### src/rtl/scmap_pkg.sv
package scmap_pkg;

  localparam int T_FRAC = 30;
  localparam logic signed [31:0] T_ONE = 32'sd1073741824;
  // any value above one keeps every decision that a larger quotient would make
  localparam logic signed [31:0] T_ABOVE = 32'sd1073741825;
  localparam logic signed [31:0] T_BELOW = -32'sd1;

  typedef enum logic [2:0] {
    REG_CLIP_LEFT   = 3'd0,
    REG_CLIP_TOP    = 3'd1,
    REG_CLIP_RIGHT  = 3'd2,
    REG_CLIP_BOTTOM = 3'd3,
    REG_SCALE_X     = 3'd4,
    REG_SCALE_Y     = 3'd5,
    REG_OFFSET_X    = 3'd6,
    REG_OFFSET_Y    = 3'd7
  } cfg_idx_t;

  typedef struct packed {
    logic signed [31:0] clip_left;
    logic signed [31:0] clip_top;
    logic signed [31:0] clip_right;
    logic signed [31:0] clip_bottom;
    logic signed [31:0] scale_x;
    logic signed [31:0] scale_y;
    logic signed [31:0] offset_x;
    logic signed [31:0] offset_y;
  } cfg_t;

  typedef struct packed {
    logic signed [31:0] x0;
    logic signed [31:0] y0;
    logic signed [32:0] dx;
    logic signed [32:0] dy;
  } seg_t;

  typedef struct packed {
    logic        begin_subpath;
    logic [31:0] screen_x0;
    logic [31:0] screen_y0;
    logic [31:0] screen_x1;
    logic [31:0] screen_y1;
  } res_t;

  typedef struct packed {
    logic busy;
    logic done;
  } div_stat_t;

endpackage

### src/rtl/scmap_front.sv
module scmap_front (
  input  logic                clk,
  input  logic                rst_n,
  input  scmap_pkg::cfg_t     cfg,
  input  logic                in_push,
  output logic                in_full,
  input  logic signed [31:0]  in_start_x,
  input  logic signed [31:0]  in_start_y,
  input  logic signed [31:0]  in_end_x,
  input  logic signed [31:0]  in_end_y,
  output logic                q_push,
  output scmap_pkg::seg_t     q_data,
  input  logic                q_full
);

  logic               valid_r;
  logic signed [31:0] x0_r, y0_r, x1_r, y1_r;
  logic signed [32:0] dx, dy;
  logic               reject, advance;

  assign dx = {x1_r[31], x1_r} - {x0_r[31], x0_r};
  assign dy = {y1_r[31], y1_r} - {y0_r[31], y0_r};

  // a parallel edge with the segment outside it drops the item here
  assign reject = ((dx == '0) && ((x0_r < cfg.clip_left) || (x0_r > cfg.clip_right))) ||
                  ((dy == '0) && ((y0_r < cfg.clip_top) || (y0_r > cfg.clip_bottom)));

  assign advance = valid_r && (reject || !q_full);
  assign in_full = valid_r && !advance;
  assign q_push  = valid_r && !reject && !q_full;

  always_comb begin
    q_data.x0 = x0_r;
    q_data.y0 = y0_r;
    q_data.dx = dx;
    q_data.dy = dy;
  end

  always_ff @(posedge clk) begin
    if (!rst_n) begin
      valid_r <= 1'b0;
    end else begin
      if (in_push && !in_full) begin
        valid_r <= 1'b1;
        x0_r    <= in_start_x;
        y0_r    <= in_start_y;
        x1_r    <= in_end_x;
        y1_r    <= in_end_y;
      end else if (advance) begin
        valid_r <= 1'b0;
      end
    end
  end

endmodule

### config.mk
export PLATFORM = sky130hd
export DESIGN_NAME = scmap_front
export DESIGN_NICKNAME = d
export VERILOG_FILES = /design/src/rtl/scmap_pkg.sv /design/src/rtl/scmap_front.sv
export SDC_FILE = /design/constraint.sdc
export NUM_CORES = 1
export LEC_CHECK = 0
export BUFFER_PORTS_ARGS = -buffer_cell sky130_fd_sc_hd__buf_2
export CAP_MARGIN = 15
export CORE_AREA = 3 3 199 201
export CTS_CLUSTER_DIAMETER = 120
export DETAILED_ROUTE_END_ITERATION = 16
export DIE_AREA = 0 0 202 204
export HOLD_SLACK_MARGIN = 0.08
export PLACE_DENSITY_LB_ADDON = 0.1
export RECOVER_POWER = 50
export SYNTH_ARGS = -nofsm -noshare
export SYNTH_HDL_FRONTEND = slang
export SYNTH_SLANG_ARGS = --single-unit
### constraint.sdc
create_clock -name clk -period 8.6 [get_ports clk]
set_input_delay 1.29 -clock clk [delete_from_list [all_inputs] [get_ports clk]]
set_output_delay 1.29 -clock clk [all_outputs]
set_load 0.02 [all_outputs]
==> impl_metrics.env, run 1 <==
export IMPL_floorplan_initialDensity=0.305
export IMPL_syn_to_final_growth_pct=26.1
export IMPL_maxCapViolations=0
export IMPL_cp_arrival_ns=4.78
export IMPL_avgSynthCellArea_um2=9.24
export IMPL_remaining_drc_errors=0
export IMPL_first_global_vias=10900
export IMPL_grt_pass1_wl_mm=60.8
export IMPL_worstSetupPathType="reg -> out"
export IMPL_cts_hold_buffers=0
export IMPL_yosysWarningCount=0
export IMPL_setup_tns_final_ns=0
export IMPL_clock_insertion_delay_worst_skew_ns=0.46
export IMPL_cts_reportedPaths_clkPinSlew_ns=0.06
export IMPL_dr_first_iter_drc_count=458
export IMPL_route_detailed_vias_per_inst=4.96
export IMPL_numCtsBuffers=17
export IMPL_timing_reg2reg_setup_slack_ns=2.90
export IMPL_critPathCaptureType="output pin"
export IMPL_fp_dieArea_um2=41200
export IMPL_synthesis_instances=1245
export IMPL_whs_path_depth=3
export IMPL_clock_skew_ns=0.00904
export IMPL_met3_length_mm=2.78
export IMPL_timing_max_transition_violations_final=0
export IMPL_peakVddDrop_mv=0.147
export IMPL_ys_dominant_reg_cell="edfxtp_1"
export IMPL_post_cts_setup_buffers=0
export IMPL_route_vias_total=10700
export IMPL_timing_critical_path_required_ns=7.31
export IMPL_max_slew_worst_pin_slew_ns=0.864
export IMPL_h_tree_level_count=4
export IMPL_min_delay_worst_endpoint="valid_r"
export IMPL_clock_root_buffer="clkbuf_16"
export IMPL_final_min_clock_period_ns=6.07
export IMPL_cts_resized=0
export IMPL_ioPinCount=520
export IMPL_final_layout_size_suffix_gt1_frac=0.236
export IMPL_grt_overflow_total=0
export IMPL_buffers_added_on_ports=391
export IMPL_hpwl_mm=34.3
export IMPL_synthesis_area_um2=11500
export IMPL_postSynthNetCount=1825
export IMPL_rsz0062_at_grt="no"
export IMPL_synthArstFlopShare=0
export IMPL_wirelength_mm=40.9
export IMPL_clock_sinks=129
export IMPL_cp_max_fo=6
export IMPL_design_final_nets=2211
export IMPL_regToRegEndpoint="x0_r[8]"
export IMPL_final_hold_violation_count=0
export IMPL_rows=71
export IMPL_start_kind="flop"
export IMPL_ys_ff_latch=129
export IMPL_antenna_left=0
export IMPL_critical_path_reg2reg_startpoint="x0_r[0]"
export IMPL_synth_yosys_seq_area_share=0.336
export IMPL_period_share=0.706
export IMPL_powerDensity_nw_per_um2=145
export IMPL_synth_distinct_cells=84
export IMPL_die_width_um=202
export IMPL_worstHoldStart="valid_r"
export IMPL_synth_edf_count=128
export IMPL_die_h_um=204
export IMPL_maximum_number_of_pins_on_one_net_before_global_route_repair=70
export IMPL_timing_reg2reg_worst_path_depth=13
export IMPL_cts_tree="done"
export IMPL_final_cell_area_um2=14500
export IMPL_grt_usage=0.194
export IMPL_m1WireLength_mm=18.0
export IMPL_wire_length_on_met2_mm=19.4
export IMPL_status="complete, no violations"
export IMPL_hold_path_class="reg -> reg"
export IMPL_cts_max_path_buffers=2
export IMPL_drt_pass1_iter_count=5
export IMPL_static_leakage_power_uw=0.00710
export IMPL_drt_wl_cell_um=19.0
export IMPL_cell_area_after_placement_um2=14000
export IMPL_initial_antenna_violation_count=5
export IMPL_timing_hold_ws_ns=0.626
export IMPL_placeableCoreArea_um2=37800
export IMPL_max_slew_margin=0.419
export IMPL_fmaxAchievable_mhz=165
export IMPL_globalplace_congestion=0.895
export IMPL_setup_violations_final=0
export IMPL_route_top_layer_used="met5"
[state kept, by name (all words and copies together), names as in the netlist]
signal,cells
x0_r,32
y1_r,32
x1_r,32
valid_r,1
y0_r,32
[how the worst max path moves through the flow]
stage	cells past startpoint	end	startpoint	slack [ns]
after floorplan	12	x0_r[0]	x0_r[0]	1.44
after global placement	13	y1_r[0]	cfg[191]	2.45
after detailed placement	13	x0_r[8]	cfg[191]	2.42
after CTS	13	q_push	x0_r[0]	2.54
after global routing	13	in_full	x0_r[0]	2.25
final	13	q_push	x0_r[0]	2.53
[logic make-up after synthesis]
logic type,count (synthesis),share of synthesized area
compound gates,339,0.199
simple gates,296,0.136
buf+inv,240,0.0810
fa+ha+maj,192,0.210
flops,129,0.336
xor+xnor,45,0.0343
mux,4,0.00381
[per-stage QoR]
| step | utilization | instances | setup slack, ns | power (uW) |
|---|---|---|---|---|
| floorplan | - | 1245 | 1.44 | 1150 |
| global placement | 0.371 | 2123 | 2.45 | 1390 |
| detailed placement | 0.371 | 2123 | 2.42 | 1390 |
| CTS | 0.386 | 2155 | 2.54 | 2140 |
| global route | 0.384 | 2156 | 2.25 | 2230 |
| finish | 0.384 | 2158 | 2.53 | 2110 |
[cell type report]
type / count / area (um^2)
antenna: 3 / 7.51
fill: 3992 / 23300
tap: 511 / 639
clock inverter: 15 / 145
timing repair buffer: 393 / 1890
multi-input combinational: 876 / 6720
sequential: 129 / 3860
clock buffer: 17 / 425
inverter: 214 / 803
[critical path, cell delays in order, from the launching register on]
cell,delay (ns)
edfxtp_1,0.52
ha_1,0.28
fa_1,0.40
nand2b_1,0.21
a211oi_2,0.43
nor2_1,0.12
xnor2_1,0.21
nand4bb_1,0.22
nor4b_1,0.27
or4b_1,0.52
or4_1,0.45
and4b_1,0.44
nor3_1,0.08
buf_2,0.17
[power by group]
part           switching (uW)  total (uW)  internal [uW]
combinational             386         626            240
clock                     308         729            422
sequential               27.0         753            726
[cells in the mapped netlist, drive strengths merged, types with 5 or more instances]
library cell | n | area [um^2]
xor2 | 19 | 166
and3 | 6 | 37.5
a21boi | 6 | 45.0
xnor2 | 26 | 228
o21ai | 58 | 298
a21o | 53 | 400
buf | 5 | 25.0
a2111oi | 7 | 67.6
nor3 | 13 | 65.1
and4 | 9 | 78.8
nor2b | 8 | 57.6
clkbuf | 21 | 103
a31oi | 8 | 50.1
a221oi | 5 | 56.3
nor2 | 61 | 229
o211ai | 11 | 82.6
nand3 | 20 | 100
o21a | 10 | 75.1
o21bai | 15 | 113
o31ai | 6 | 45.0
nor4 | 10 | 68.8
or2 | 6 | 37.5
nand4 | 31 | 194
ha | 190 | 2380
inv | 214 | 803
edfxtp | 128 | 3840
nand2 | 81 | 304
a211oi | 22 | 175
o22ai | 5 | 31.3
a21oi | 99 | 499
and2 | 10 | 63.8
nand2b | 13 | 81.3
or3 | 10 | 72.6
[cell usage in the layout (no fill, tap or decap), drive strengths merged, types with 22 or more instances in the layout]
cell type  Yosys  routed
ha           190     190
xnor2         26      26
o21ai         58      58
nor2          61      61
nand2         81      81
a211oi        22      22
clkbuf        21      89
inv          214     214
a21o          53      53
a21oi         99      99
edfxtp       128     128
nand4         31      31
buf            5     321
[per-layer routing]
layer / up-vias / track usage
met5: - / 0
met4: 4 / 0.0556
met3: 42 / 0.0575
met2: 333 / 0.326
met1: 5033 / 0.243
li1: 5293 / -
Power figures use the tool's default switching activity.
==> run 2: changes to the inputs <==
Settings changed: CORE_AREA 3 3 199 201 to 3 3 203 205, DIE_AREA 0 0 202 204 to 0 0 206 208.
Clock period 8.6 ns to 4.9 ns, I/O delays scaled along.
==> impl_metrics.env, run 2 (synthesis results as in run 1) <==
export IMPL_status="finished with violations"
export IMPL_violations="setup timing"
export IMPL_syn_to_final_growth_pct=31.8
export IMPL_cts_max_path_buffers=2
export IMPL_timing_max_transition_violations_final=0
export IMPL_maxCapViolations=0
export IMPL_crit_top_cell="or3_1"
export IMPL_clock_insertion_delay_worst_skew_ns=0.47
export IMPL_start_kind="flop"
export IMPL_cts_tree="done"
export IMPL_timing_reg2reg_worst_path_depth=13
export IMPL_max_slew_worst_pin_slew_ns=0.714
export IMPL_rsz0062_at_grt="yes"
export IMPL_clock_sinks=129
export IMPL_final_min_clock_period_ns=4.91
export IMPL_worstSetupPathType="reg -> out"
export IMPL_peakVddDrop_mv=0.231
export IMPL_fmaxAchievable_mhz=204
export IMPL_rows=73
export IMPL_numCtsBuffers=17
export IMPL_final_setup_slack_of_the_worst_path_ns=-0.00781
export IMPL_final_common_cell="buf_2"
export IMPL_ordered_list_of_cells_on_the_worst_path="inv_1 -> ha_2 -> a21oi_2 -> o221a_2 -> a21oi_1 -> or3_1 -> a2111o_1 -> or3_1 -> a2111oi_4 -> a41o_2 -> nor3_1 -> buf_4"
export IMPL_dr_first_iter_drc_count=539
export IMPL_max_slew_margin=0.512
export IMPL_worst_path_max_delay_cell="edfxtp_1"
export IMPL_grt_usage=0.195
export IMPL_path_buf_inv=2
export IMPL_m1WireLength_mm=18.5
export IMPL_clock_root_buffer="clkbuf_16"
export IMPL_ioPinCount=520
export IMPL_final_layout_size_suffix_gt1_frac=0.282
export IMPL_whs_path_depth=1
export IMPL_layout_cells_most_common_list="buf_2, inv_1, ha_1"
export IMPL_wire_length_on_met2_mm=20.0
export IMPL_antenna_left=0
export IMPL_remaining_drc_errors=0
export IMPL_cp_max_fo=9
export IMPL_fp_dieArea_um2=42800
export IMPL_die_width_um=206
export IMPL_timing_reg2reg_setup_slack_ns=0.45
export IMPL_floorplan_initialDensity=0.290
export IMPL_first_global_vias=11300
export IMPL_cp_arrival_ns=4.17
export IMPL_setup_tns_final_ns=-0.00781
export IMPL_worstHoldStart="in_start_x[25]"
export IMPL_static_leakage_power_uw=0.00736
export IMPL_ant_cells=0
export IMPL_power_total_uw=3790
export IMPL_design_final_nets=2263
export IMPL_regToRegEndpoint="x1_r[29]"
export IMPL_clock_skew_ns=0.0146
export IMPL_die_h_um=208
export IMPL_setup_violations_final=1
export IMPL_route_vias_total=10900
export IMPL_placeableCoreArea_um2=39600
export IMPL_initial_antenna_violation_count=0
export IMPL_grt_overflow_total=0
export IMPL_grt_pass1_wl_mm=63.3
export IMPL_cts_reportedPaths_clkPinSlew_ns=0.06
export IMPL_min_delay_worst_endpoint="x0_r[25]"
export IMPL_maximum_number_of_pins_on_one_net_before_global_route_repair=39
export IMPL_h_tree_level_count=4
export IMPL_route_detailed_vias_per_inst=4.91
export IMPL_drt_wl_cell_um=18.9
export IMPL_hold_path_class="in -> reg"
export IMPL_hpwl_mm=35.1
export IMPL_critical_path_reg2reg_startpoint="y0_r[9]"
export IMPL_wirelength_mm=42.0
export IMPL_globalplace_congestion=0.854
export IMPL_cts_hold_buffers=0
export IMPL_drt_pass1_iter_count=5
export IMPL_pre_cts_slack_ns=0.150
export IMPL_met3_length_mm=2.70
export IMPL_critical_path_top_delay_family="compound AO/OA/AOI/OAI gates"
export IMPL_critPathCaptureType="output pin"
export IMPL_period_share=1.00
export IMPL_route_top_layer_used="met4"
export IMPL_final_hold_violation_count=0
export IMPL_share_of_the_core_filled_with_cells=0.382
export IMPL_cp_slowest_stage_delay_ns=0.51
export IMPL_buffers_added_on_ports=391
export IMPL_powerDensity_nw_per_um2=250
export IMPL_timing_critical_path_required_ns=4.16
run 2: cell types whose count changed in the layout (fill, tap and decap cells not counted), sizes merged:
cell and change:
buf +51, clkinv +1, diode -3, clkinvlp -3
bufinv +1, clkbuf +2
run 2: cell type report:
class,count,area (um^2)
clock inverters,14,146
well taps,525,657
repair buffers,445,2270
clock buffers,18,429
inverters,214,803
multi-input cells,876,6990
flip-flops and latches,129,3860
fillers,4201,24500
run 2: through the flow:
stage,instances,area (um^2),hold slack [ns]
2_1_floorplan,1245,11500,0.551
3_3_place_gp,2167,14300,0.636
3_5_place_dp,2167,14300,0.655
4_1_cts,2211,15100,0.381
5_1_grt,2221,15200,0.394
6_report,2221,15200,0.434
run 2: where the power goes:
group,switching [uW],total [uW],internal [uW],leakage (uW)
Combinational,712,1170,461,0.00589
Sequential,35.2,1310,1270,0.00120
Clock,523,1310,784,0.000273
run 2: worst max-delay path by stage:
stage	start	endpoint	slack, ns	cells after the start
after floorplan	x0_r[0]	x0_r[0]	0.04	12
after global placement	x0_r[0]	y1_r[4]	0.21	14
after detailed placement	x0_r[0]	x0_r[5]	0.15	14
after CTS	y1_r[0]	q_push	-0.09	14
after global routing	x0_r[13]	in_full	-0.19	13
final	y0_r[9]	in_full	-0.008	12
run 2: what timing repair did:
action | in CTS | in global routing
buffers inserted | 12 | 10
setup endpoints to repair | 2 | 2
resized for setup | 38 | 19
pin swaps | 13 | 7
run 2: worst reg2reg max path, cell delays in order, from the launching register on:
cell       delay (ns)
edfxtp_1         0.51
inv_1            0.11
ha_2             0.33
a21oi_2          0.25
o221a_2          0.29
a21oi_1          0.12
or3_1            0.37
a2111o_1         0.44
or3_1            0.36
a2111oi_4        0.38
a41o_2           0.31
buf_4            0.13
o311a_4          0.26
buf_12           0.24
run 2: layer usage:
metal,GRT usage,up-vias
met3,0.0501,36
met4,0.0604,0
li1,-,5402
met1,0.246,5151
met2,0.326,315
met5,0,-
