[src/rtl/scmap_fifo.sv]
module scmap_fifo #(
  parameter int WIDTH = 8,
  parameter int DEPTH = 2
) (
  input  logic             clk,
  input  logic             rst_n,
  input  logic             push,
  input  logic [WIDTH-1:0] wdata,
  output logic             full,
  input  logic             pop,
  output logic [WIDTH-1:0] rdata,
  output logic             empty
);

  localparam int PW = (DEPTH > 1) ? $clog2(DEPTH) : 1;
  localparam int CW = $clog2(DEPTH + 1);

  logic [WIDTH-1:0] mem_r [DEPTH];
  logic [PW-1:0]    wr_ptr_r, rd_ptr_r;
  logic [CW-1:0]    count_r;
  logic             do_push, do_pop;

  assign full    = (count_r == CW'(DEPTH));
  assign empty   = (count_r == '0);
  assign rdata   = mem_r[rd_ptr_r];
  assign do_push = push && !full;
  assign do_pop  = pop && !empty;

  always_ff @(posedge clk) begin
    if (!rst_n) begin
      wr_ptr_r <= '0;
      rd_ptr_r <= '0;
      count_r  <= '0;
    end else begin
      if (do_push) begin
        mem_r[wr_ptr_r] <= wdata;
        wr_ptr_r <= (wr_ptr_r == PW'(DEPTH - 1)) ? '0 : wr_ptr_r + 1'b1;
      end
      if (do_pop) begin
        rd_ptr_r <= (rd_ptr_r == PW'(DEPTH - 1)) ? '0 : rd_ptr_r + 1'b1;
      end
      if (do_push && !do_pop) begin
        count_r <= count_r + 1'b1;
      end else if (do_pop && !do_push) begin
        count_r <= count_r - 1'b1;
      end
    end
  end

endmodule

[config.mk]
export PLATFORM = sky130hd
export DESIGN_NAME = scmap_fifo
export DESIGN_NICKNAME = d
export VERILOG_FILES = /design/src/rtl/scmap_fifo.sv
export SDC_FILE = /design/constraint.sdc
export NUM_CORES = 1
export LEC_CHECK = 0
export BUFFER_PORTS_ARGS = -buffer_cell sky130_fd_sc_hd__buf_4
export CAP_MARGIN = 20
export CORE_ASPECT_RATIO = 0.6
export CORE_MARGIN = 8
export CORE_UTILIZATION = 35
export DETAILED_ROUTE_END_ITERATION = 10
export PLACE_DENSITY = 0.67
export SYNTH_ARGS = -nofsm -noshare
export SYNTH_HDL_FRONTEND = slang
export SYNTH_SLANG_ARGS = --single-unit
[constraint.sdc]
create_clock -name clk -period 2 [get_ports clk]
set_clock_uncertainty 0.05 [all_clocks]
set_input_delay 0.4 -clock clk [delete_from_list [all_inputs] [get_ports clk]]
set_output_delay 0.4 -clock clk [all_outputs]
set_load 0.005 [all_outputs]
==> results of run 1 <==
==> worst max-delay path, stage by stage, from the launching register on <==
cell and delay (ps):
sky130_fd_sc_hd__dfxtp_1 550, sky130_fd_sc_hd__mux2_2 390, sky130_fd_sc_hd__buf_4 140
==> cell type report <==
type | count | share of cell area
flip-flops and latches | 21 | 0.5478
multi-input cells | 27 | 0.2149
repair buffers | 22 | 0.1558
clock buffers | 4 | 0.04250
well taps | 30 | 0.03542
inverters | 1 | 0.003542
==> per-layer routing <==
layer | vias to the layer above | track usage | wire (µm)
met2 | 16 | 0.1135 | 663
met1 | 229 | 0.08661 | 687
li1 | 233 | - | -
met4 | 0 | 0.009146 | 0
met5 | - | 0 | 0
met3 | 0 | 0.05743 | 157
==> flip-flops by register name, indices dropped and copies added, names as in the netlist, named ones only <==
name,count
mem_r,16
count_r,2
rd_ptr_r,1
wr_ptr_r,1
==> metrics by stage <==
step | instance area (µm²) | hold slack (ps)
global route | 1060 | 255.4
floorplan | 810.8 | 415.7
global placement | 1015 | 445.0
finish | 1060 | 271.2
detailed placement | 1015 | 477.4
CTS | 1060 | 267.7
==> path summary, 6_finish.rpt <==
| kind | cells past startpoint | from | endpoint | slack, ps |
|---|---|---|---|---|
| setup / recovery | 2 | flip-flop | rdata[2] | 210 |
| hold / removal | 1 | wdata[7] | mem_r[0][7] | 270 |
| setup reg to reg | 5 | count_r[1] | count_r[1] | 310 |
| hold reg to reg | 2 | wr_ptr_r | wr_ptr_r | 480 |
==> kinds of logic after synthesis <==
logic type	after synthesis	share of synthesized area
DFF	21	0.7161
and+or+nand+nor	10	0.07717
muxes	8	0.1111
AOI/OAI and AO/OA	5	0.03703
xor gates and xnor gates	3	0.03241
buffers and inverters	2	0.01079
adders and majority gates	1	0.01543
==> cells in the final DEF, fill, tap and decap left out, types with 2 or more instances in the layout <==
master / n
sky130_fd_sc_hd__or3_1: 2
sky130_fd_sc_hd__mux2_2: 8
sky130_fd_sc_hd__a21boi_1: 2
sky130_fd_sc_hd__clkbuf_8: 3
sky130_fd_sc_hd__nor2_1: 2
sky130_fd_sc_hd__dfxtp_1: 5
sky130_fd_sc_hd__o21ai_0: 2
sky130_fd_sc_hd__xnor2_1: 2
sky130_fd_sc_hd__buf_4: 22
sky130_fd_sc_hd__and2_1: 3
sky130_fd_sc_hd__edfxtp_1: 16
==> report_power, final <==
group / switching, mW / internal (mW)
Sequential: 0.0597 / 0.534
Combinational: 0.135 / 0.218
Clock: 0.129 / 0.142
Total: 0.324 / 0.893
==> reports/summary.log, run 1 <==
INFO  cts            cts_resized=0
INFO  grt            global_route.usage.total=0.07572
INFO  routing        via_per_inst=4.552
INFO  finish         fin_nets=89
INFO  routing        route.final.wire_length=1509µm
INFO  synthesis      yosys-top-cells-area=sky130_fd_sc_hd__edfxtp_1 (59%), sky130_fd_sc_hd__dfxtp_1 (12%), sky130_fd_sc_hd__mux2_2 (11%), sky130_fd_sc_hd__and2_1 (2.3%), sky130_fd_sc_hd__xnor2_1 (2.2%)
INFO  floorplanning  rows=13
INFO  synthesis      synthArstFlopShare=0
INFO  routing        wirelength_per_cell=14.37µm
INFO  cts            numCtsBuffers=3
INFO  synthesis      yosys_most_used_dff=sky130_fd_sc_hd__edfxtp_1
INFO  floorplanning  die_span_in_y=53.28µm
INFO  cts            clock_path_buffers=2
INFO  synthesis      combined_area_of_all_synthesized_cells=810.8µm²
INFO  power          p_total=1.217mW
INFO  grt            grt_first_pass_wirelength=2380µm
INFO  synthesis      synth-edff-count=16
INFO  place          placedCellCount=101
INFO  sta            timing_hold_violations_final=0
INFO  routing        number_of_antenna_violating_nets_in_the_routed_design=0
INFO  synthesis      syn_nets=63
INFO  finish         filler_cell_count=202
INFO  routing        drtPass1Iterations=2
INFO  sta            timing.final.max_slew_violations=0
INFO  status         run_status=finished clean
INFO  synthesis      syn-mean-instance-area=16.22µm²
INFO  sta            fmaxAchievable=0.5602GHz
INFO  floorplanning  floorplan.die_area=4163µm²
INFO  power          vdd_ir_drop_max=0.0005754V
INFO  cts            cts_tree=done
INFO  critical_path  endpoint_required_time_on_the_critical_path=1550ps
INFO  synthesis      synth.yosys.seq_area_share=0.7160
INFO  synthesis      ys_warn_count=0
INFO  floorplanning  floorplan.die.width=78.14µm
INFO  finish         drive_gt1_frac=0.4667
INFO  critical_path  critPathKind=reg2out
INFO  sta            layout_min_cycle_time=1785ps
INFO  finish         finalNonFillerCells=105
INFO  place          place_congestion=0.6461
INFO  grt            global_route.overflow_total=0
INFO  synthesis      post_synth_most_frequent_cells=sky130_fd_sc_hd__edfxtp_1 (16), sky130_fd_sc_hd__mux2_2 (8), sky130_fd_sc_hd__dfxtp_1 (5)
INFO  synthesis      yosys.area.top_type=sky130_fd_sc_hd__edfxtp_1
INFO  cts            cts_root_buffer=sky130_fd_sc_hd__clkbuf_8
INFO  floorplanning  starting_density=0.3720
INFO  critical_path  crit_path_end_kind=primary output
INFO  finish         ff_latch_area=580.6µm²
INFO  routing        detailedRoute.firstIterationViolations=15
INFO  cts            hold_buffers_post_cts=0
INFO  sta            worst-slew-pin-transition=389.8ps
INFO  flow_run       cap_violations=0
INFO  power          power_leakage=0.4048nW
INFO  synthesis      yosys.cell_count.top_type=sky130_fd_sc_hd__edfxtp_1
INFO  routing        via_count=478
INFO  finish         layout.core_utilization=0.4862
INFO  cts            clkLatencyLatePin=260ps
INFO  synthesis      yosys.cell_types.count=17
INFO  grt            grt_max_degree=12
INFO  synthesis      postSynthCellCount=50
INFO  synthesis      ys_ff_latch=21
INFO  sta            layout_worst_path_cycle_share=0.8925
INFO  sta            setup-tns-final=0ps
INFO  floorplanning  fp.coreArea=2180µm²
INFO  power          power-per-cell-area=1148nW/µm²
INFO  floorplanning  ioPinCount=22
INFO  cts            h-tree-depth=1
INFO  place          buffer_ports.inserted=21
INFO  synthesis      synthDominantCellAreaShare=0.5926
INFO  sta            setup_repair_after_global_routing_missed_its_margin=false
INFO  critical_path  timing.critical_path.from_type=flip-flop
INFO  sta            post-route-worst-setup-slack=215.0ps
INFO  grt            first_global_vias=468
INFO  finish         syn_to_final_growth=30.71%
INFO  finish         insertedDiodeCount=0
INFO  sta            number_of_failing_setup_endpoints_in_the_final_timing_report=0
INFO  cts            clk_transition_reported_paths=70ps
INFO  finish         multi_input_area=227.7µm²
INFO  grt            grt_antenna_before_repair=0
INFO  sta            timing.slew.headroom=0.7401
INFO  cts            post-cts-setup-buffer-count=0
INFO  critical_path  critPathArrivalTime=1340ps
INFO  hold_path      worst_hold_path_type=in2reg
INFO  critical_path  cp_max_fo=8
INFO  cts            clkSinkCount=21
INFO  place          place_ws=324.4ps
INFO  routing        drt_drc_violations_left=0
Power figures use the tool's default switching activity.
==> run 2: changes to the inputs <==
Clock period 2 ns to 1.5 ns, I/O delays scaled along.
==> run 2 against run 1 <==
Sequential power rose by 39%. Highest routed layer is now met4. Sequential share of layout area fell by 5.8 points. Global-route usage grew 0.79 points. Critical endpoint is now rdata[0]. Non-clock buffer count grew 5. First-iteration DRC count is 40% lower. Cell count is 4.8% higher. Via count increased by 4.0%. Final area increased by 14%.
==> reports/summary.log, run 2 (same netlist as run 1, synthesis figures left out) <==
INFO  finish         fin_nets=94 [was 89]
INFO  finish         multi_input_area=294.0µm² [was 227.7 µm²]
INFO  sta            timing_hold_violations_final=0 [unchanged]
INFO  power          power.switching_fraction=0.2703 [was 0.2659]
INFO  power          sequentialPowerShare=0.438 [was 0.488]
INFO  floorplanning  fp.coreArea=2180µm² [unchanged]
INFO  power          power_leakage=0.4775nW [was 0.4048 nW]
INFO  floorplanning  starting_density=0.3720 [unchanged]
INFO  cts            clkSinkCount=21 [unchanged]
INFO  floorplanning  die_span_in_y=53.28µm [unchanged]
INFO  place          place_congestion=0.7460 [was 0.6461]
INFO  floorplanning  ioPinCount=22 [unchanged]
INFO  sta            layout_worst_path_cycle_share=0.9943
INFO  routing        detailedRoute.firstIterationViolations=9 [was 15]
INFO  place          place_hpwl=1213µm
INFO  grt            global_route.overflow_total=0 [unchanged]
INFO  grt            grt_max_degree=13 [was 12]
INFO  cts            clkLatencyLatePin=260ps [about the same]
INFO  finish         ff_latch_area=589.3µm² [was 580.6 µm²]
INFO  finish         final_common_cell=sky130_fd_sc_hd__buf_4 [unchanged]
INFO  cts            post-cts-setup-buffer-count=0 [unchanged]
INFO  floorplanning  floorplan.die.width=78.14µm [unchanged]
INFO  critical_path  timing.critical_path.from_type=flip-flop [unchanged]
INFO  finish         layout.core_utilization=0.5522 [was 0.4862]
INFO  power          clock_power_share=0.189 [was 0.222]
INFO  finish         top_regs=mem_r (16), count_r (2) [unchanged]
INFO  critical_path  critPathKind=reg2out [unchanged]
INFO  finish         syn_to_final_growth=48.46% [was 30.71%]
INFO  routing        route.final.wire_length=1641µm [was 1509 µm]
INFO  critical_path  critPathArrivalTime=1140ps [was 1340 ps]
INFO  floorplanning  rows=13 [unchanged]
INFO  cts            cts_tree=done [unchanged]
INFO  critical_path  endpoint_required_time_on_the_critical_path=1150ps [was 1550 ps]
INFO  grt            global_route.usage.total=0.08364 [was 0.07572]
INFO  sta            worst-slew-pin-transition=198.6ps [was 389.8 ps]
INFO  power          netSwitchingPower=507.5µW [was 323.6 µW]
INFO  finish         drive_gt1_frac=0.6000 [was 0.4667]
INFO  power          power-per-cell-area=1560nW/µm² [was 1148 nW/µm²]
INFO  finish         filler_cell_count=193 [was 202]
INFO  sta            setup_repair_after_global_routing_missed_its_margin=true [was false]
INFO  routing        drtPass1Iterations=2 [unchanged]
INFO  status         run_status=finished clean [unchanged]
INFO  finish         top_register_by_number_of_flip_flops=mem_r [unchanged]
INFO  place          buffer_ports.inserted=21 [unchanged]
INFO  grt            grt_first_pass_wirelength=2504µm [was 2380 µm]
INFO  routing        wirelength_per_cell=14.92µm [was 14.37 µm]
INFO  sta            timing.slew.headroom=0.8676 [was 0.7401]
INFO  critical_path  cp_max_fo=8 [unchanged]
INFO  critical_path  crit_path_end_kind=primary output [unchanged]
INFO  grt            first_global_vias=505 [was 468]
INFO  hold_path      worst_hold_path_type=in2reg [unchanged]
INFO  power          internal_power=1.370mW [was 893.5 µW]
INFO  routing        via_per_inst=4.518 [was 4.552]
INFO  power          vdd_ir_drop_max=0.0007138V [was 0.0005754 V]
INFO  sta            timing.final.max_slew_violations=0 [unchanged]
INFO  sta            number_of_failing_setup_endpoints_in_the_final_timing_report=0 [unchanged]
INFO  finish         insertedDiodeCount=0 [unchanged]
INFO  cts            cts_root_buffer=sky130_fd_sc_hd__clkbuf_8 [unchanged]
INFO  sta            fmaxAchievable=0.6705GHz
INFO  routing        via_count=497 [was 478]
INFO  flow_run       cap_violations=0 [unchanged]
INFO  cts            clk_transition_reported_paths=70ps [about the same]
INFO  power          combPwrFrac=0.372 [was 0.290]
INFO  floorplanning  floorplan.die_area=4163µm² [unchanged]
INFO  finish         final_cell_mix=sky130_fd_sc_hd__buf_4 (19), sky130_fd_sc_hd__edfxtp_1 (16), sky130_fd_sc_hd__mux2_4 (8), sky130_fd_sc_hd__buf_6 (8) [was sky130_fd_sc_hd__buf_4 (22), sky130_fd_sc_hd__edfxtp_1 (16), sky130_fd_sc_hd__mux2_2 (8), sky130_fd_sc_hd__dfxtp_1 (5)]
INFO  sta            layout_min_cycle_time=1492ps
INFO  finish         largest_reg_flops=16 [unchanged]
INFO  routing        drt_drc_violations_left=0 [unchanged]
INFO  routing        number_of_antenna_violating_nets_in_the_routed_design=0 [unchanged]
INFO  cts            clock_path_buffers=2 [unchanged]
INFO  grt            grt_antenna_before_repair=0 [unchanged]
INFO  cts            numCtsBuffers=3 [unchanged]
INFO  cts            h-tree-depth=1 [unchanged]
INFO  sta            hold_slack=174.8ps [was 271.2 ps]
==> run 2: repair_timing <==
item	CTS	global route
pin swaps	0	2
gates cloned	0	0
endpoints found under the setup margin	9	9
gates resized for setup	3	24
hold buffers	0	0
==> run 2: worst paths after layout <==
kind / slack (ps) / endpoint / cells past startpoint / startpoint
max reg2reg: 60 / count_r[1] / 6 / count_r[1]
min reg2reg: 480 / count_r[1] / 2 / count_r[1]
max: 8 / rdata[0] / 2 / flip-flop
min: 170 / mem_r[1][5] / 1 / wdata[5]
==> run 2: stage by stage <==
stage / instances / setup TNS, ps / area (µm²) / total power, mW / setup slack (ps)
5_1_grt: 110 / -151.3 / 1204 / 1.978 / -25.05
3_5_place_dp: 106 / -3.432 / 1057 / 1.373 / -3.432
4_1_cts: 110 / -177.9 / 1109 / 1.755 / -30.74
2_1_floorplan: 50 / -97.65 / 822.0 / 1.077 / -12.21
6_report: 110 / 0 / 1204 / 1.877 / 8.477
3_3_place_gp: 106 / 0 / 1057 / 1.347 / 29.09
==> run 2: area by class of cell <==
cell class | count | share of cell area
well taps | 30 | 0.03119
clock buffers | 3 | 0.03430
repair buffers | 27 | 0.1933
multi-input cells | 27 | 0.2443
flip-flops and latches | 21 | 0.4896
inverters | 1 | 0.003119
clock inverters | 1 | 0.004158
==> run 2: power by group through the flow <==
stage          combinational [mW]  sequential [mW]  clock (mW)
6_report                    0.699            0.823       0.355
5_1_grt                     0.754            0.837       0.386
4_1_cts                     0.577            0.799       0.379
3_5_place_dp                0.570            0.802           0
3_3_place_gp                0.551            0.795           0
2_1_floorplan               0.310            0.766           0
==> run 2: critical path: stages (launching register included) <==
cell and delay (ps):
sky130_fd_sc_hd__dfxtp_4 450, sky130_fd_sc_hd__mux2_4 330, sky130_fd_sc_hd__buf_6 120
==> run 2: layer usage <==
metal  vias to the layer above  routed length (µm)  global-route usage
li1                        244                   -                   -
met5                         -                   0                   0
met4                         0                  29             0.05488
met2                        18                 751              0.1300
met3                         2                 103             0.04054
met1                       233                 757             0.09127
==> run 3: changes to the inputs <==
Settings changed: CORE_MARGIN 8 to 2.
==> run 3 against run 2 <==
The flow now finishes with violations (setup timing). Sequential share of layout area shrank 1.9 points. Cell count grew 3.6%. Wire length shrank 13%. Non-clock buffer count grew 4. Clock-buffer cell count is the same. Final area grew 3.1%. Setup slack lost 30 ps. Flip-flop and latch count is the same. Clock power shrank 3%. Global-route usage grew 4.6 points. Die area shrank 34%. Critical path depth grew 4. Largest power group is now combinational logic.
==> reports/summary.log, run 3 (same netlist as run 1, synthesis figures left out) <==
INFO  grt            first_global_vias=513 [was 505]
INFO  routing        drt_drc_violations_left=0 [unchanged]
INFO  sta            fmaxAchievable=0.6573GHz [was 0.6705 GHz]
INFO  status         run_status=complete, but fails checks [was finished clean]
INFO  sta            layout_worst_path_cycle_share=1.014 [was 0.9943]
INFO  power          netSwitchingPower=511.7µW [was 507.5 µW]
INFO  cts            clkSinkCount=21 [unchanged]
INFO  place          buffer_ports.inserted=21 [unchanged]
INFO  cts            numCtsBuffers=3 [unchanged]
INFO  finish         top_regs=mem_r (16), count_r (2) [unchanged]
INFO  routing        via_per_inst=4.465 [was 4.518]
INFO  critical_path  critPathKind=reg2reg [was reg2out]
INFO  power          sequentialPowerShare=0.396 [was 0.438]
INFO  sta            number_of_failing_setup_endpoints_in_the_final_timing_report=1 [was 0]
INFO  cts            h-tree-depth=1 [unchanged]
INFO  finish         final_common_cell=sky130_fd_sc_hd__buf_4 [unchanged]
INFO  sta            timing.slew.headroom=0.8301 [was 0.8676]
INFO  cts            clkLatencyLatePin=250ps [was 260 ps]
INFO  finish         filler_cell_count=186 [was 193]
INFO  finish         syn_to_final_growth=53.09% [was 48.46%]
INFO  routing        via_count=509 [was 497]
INFO  cts            clk_transition_reported_paths=70ps [about the same]
INFO  sta            worst-slew-pin-transition=253.2ps [was 198.6 ps]
INFO  critical_path  cp_max_fo=3 [was 8]
INFO  sta            post-route-worst-setup-slack=-21.37ps [was 8.477 ps]
INFO  routing        number_of_antenna_violating_nets_in_the_routed_design=0 [unchanged]
INFO  finish         ff_latch_area=584.3µm² [was 589.3 µm²]
INFO  finish         final_cell_mix=sky130_fd_sc_hd__buf_4 (21), sky130_fd_sc_hd__edfxtp_1 (16), sky130_fd_sc_hd__buf_6 (10), sky130_fd_sc_hd__mux2_4 (8) [was sky130_fd_sc_hd__buf_4 (19), sky130_fd_sc_hd__edfxtp_1 (16), sky130_fd_sc_hd__mux2_4 (8), sky130_fd_sc_hd__buf_6 (8)]
INFO  finish         top_register_by_number_of_flip_flops=mem_r [unchanged]
INFO  power          internal_power=1.427mW [was 1.370 mW]
INFO  sta            setup-tns-final=-21.37ps [was 0 ps]
INFO  grt            grt_antenna_before_repair=0 [unchanged]
INFO  flow_run       cap_violations=0 [unchanged]
INFO  routing        detailedRoute.firstIterationViolations=21 [was 9]
INFO  floorplanning  starting_density=0.3720 [unchanged]
INFO  critical_path  endpoint_required_time_on_the_critical_path=1630ps [was 1150 ps]
INFO  grt            global_route.usage.total=0.1294 [was 0.08364]
INFO  critical_path  crit_path_end_kind=flip-flop [was primary output]
INFO  power          power.switching_fraction=0.2639 [was 0.2703]
INFO  finish         fin_nets=98 [was 94]
INFO  cts            cts_root_buffer=sky130_fd_sc_hd__clkbuf_8 [unchanged]
INFO  routing        drtPass1Iterations=3 [was 2]
INFO  finish         drive_gt1_frac=0.6310 [was 0.6000]
INFO  power          clock_power_share=0.179 [was 0.189]
INFO  critical_path  timing.critical_path.from_type=flip-flop [unchanged]
INFO  grt            grt_first_pass_wirelength=2277µm [was 2504 µm]
INFO  floorplanning  ioPinCount=22 [unchanged]
INFO  floorplanning  die_span_in_y=41.28µm [was 53.28 µm]
INFO  floorplanning  floorplan.die_area=2730µm² [was 4163 µm²]
INFO  cts            clock_path_buffers=2 [unchanged]
INFO  place          place_congestion=0.7524 [was 0.7460]
INFO  sta            timing.final.max_slew_violations=0 [unchanged]
INFO  power          combPwrFrac=0.425 [was 0.372]
INFO  place          place_ws=-41.61ps [was -3.432 ps]
INFO  status         violations=setup timing
INFO  power          vdd_ir_drop_max=0.0008802V [was 0.0007138 V]
INFO  sta            setup_repair_after_global_routing_missed_its_margin=true [unchanged]
INFO  routing        route.final.wire_length=1420µm [was 1641 µm]
INFO  sta            hold_slack=179.3ps [was 174.8 ps]
INFO  power          power_leakage=0.4997nW [was 0.4775 nW]
INFO  cts            cts_tree=done [unchanged]
INFO  place          placedCellCount=110 [was 106]
INFO  floorplanning  fp.coreArea=2180µm² [unchanged]
INFO  sta            timing_hold_violations_final=0 [unchanged]
INFO  finish         largest_reg_flops=16 [unchanged]
INFO  cts            hold_buffers_post_cts=0 [unchanged]
INFO  finish         multi_input_area=299.0µm² [was 294.0 µm²]
INFO  finish         finalNonFillerCells=114 [was 110]
INFO  cts            post-cts-setup-buffer-count=0 [unchanged]
INFO  floorplanning  floorplan.die.width=66.14µm [was 78.14 µm]
INFO  place          place_hpwl=1038µm [was 1213 µm]
INFO  power          power-per-cell-area=1562nW/µm² [was 1560 nW/µm²]
INFO  sta            layout_min_cycle_time=1521ps [was 1492 ps]
INFO  critical_path  critPathArrivalTime=1660ps [was 1140 ps]
INFO  finish         insertedDiodeCount=0 [unchanged]
INFO  grt            global_route.overflow_total=0 [unchanged]
INFO  routing        wirelength_per_cell=12.46µm [was 14.92 µm]
INFO  hold_path      worst_hold_path_type=in2reg [unchanged]
INFO  grt            grt_max_degree=13 [unchanged]
INFO  floorplanning  rows=13 [unchanged]
run 3: final timing paths:
check,start,end,slack (ps),cells after the start
worst min-delay path,wdata[6],mem_r[0][6],180,1
worst max register to register,count_r[1],count_r[1],-20,6
worst max-delay path,count_r[1],count_r[1],-20,6
worst min register to register,wr_ptr_r,wr_ptr_r,480,2
run 3: power by group through the flow:
| stage | sequential (mW) | combinational, mW | clock, mW |
|---|---|---|---|
| after floorplan | 0.766 | 0.310 | 0 |
| after global placement | 0.765 | 0.624 | 0 |
| after detailed placement | 0.768 | 0.639 | 0 |
| final | 0.768 | 0.825 | 0.346 |
| after CTS | 0.766 | 0.702 | 0.363 |
| after global routing | 0.778 | 0.888 | 0.386 |
run 3: cell type report:
class	count	share of cell area
flip-flops and latches	21	0.4708
multi-input cells	27	0.2409
clock inverters	1	0.004032
well taps	30	0.03024
repair buffers	31	0.2177
clock buffers	3	0.03327
inverters	1	0.003024
run 3: repair_timing:
item	CTS	global route
endpoints found under the setup margin	9	10
resized for setup	12	17
pin swaps	0	2
run 3: worst max-delay path: stages (launching register included):
cell and delay, ps:
sky130_fd_sc_hd__dfxtp_2 340, sky130_fd_sc_hd__nor2b_4 170, sky130_fd_sc_hd__nor2_4 50, sky130_fd_sc_hd__ha_4 160, sky130_fd_sc_hd__xor2_2 150, sky130_fd_sc_hd__or3_4 390, sky130_fd_sc_hd__a21boi_2 130
run 3: layer usage:
metal	part of all wire	global-route usage	up-vias
met2	0.47	0.2200	19
met3	0.056	0.05220	2
met4	0.019	0.09184	0
met1	0.45	0.1387	238
li1	-	-	250
met5	0	0	-
run 3: per-stage QoR:
stage                     power, mW  area, µm²    util
final                         1.939       1241  0.5695
after global routing          2.053       1241  0.5695
after CTS                     1.831       1174  0.5385
after detailed placement      1.407       1087  0.4989
after global placement        1.389       1087  0.4989
after floorplan               1.077      822.0       -
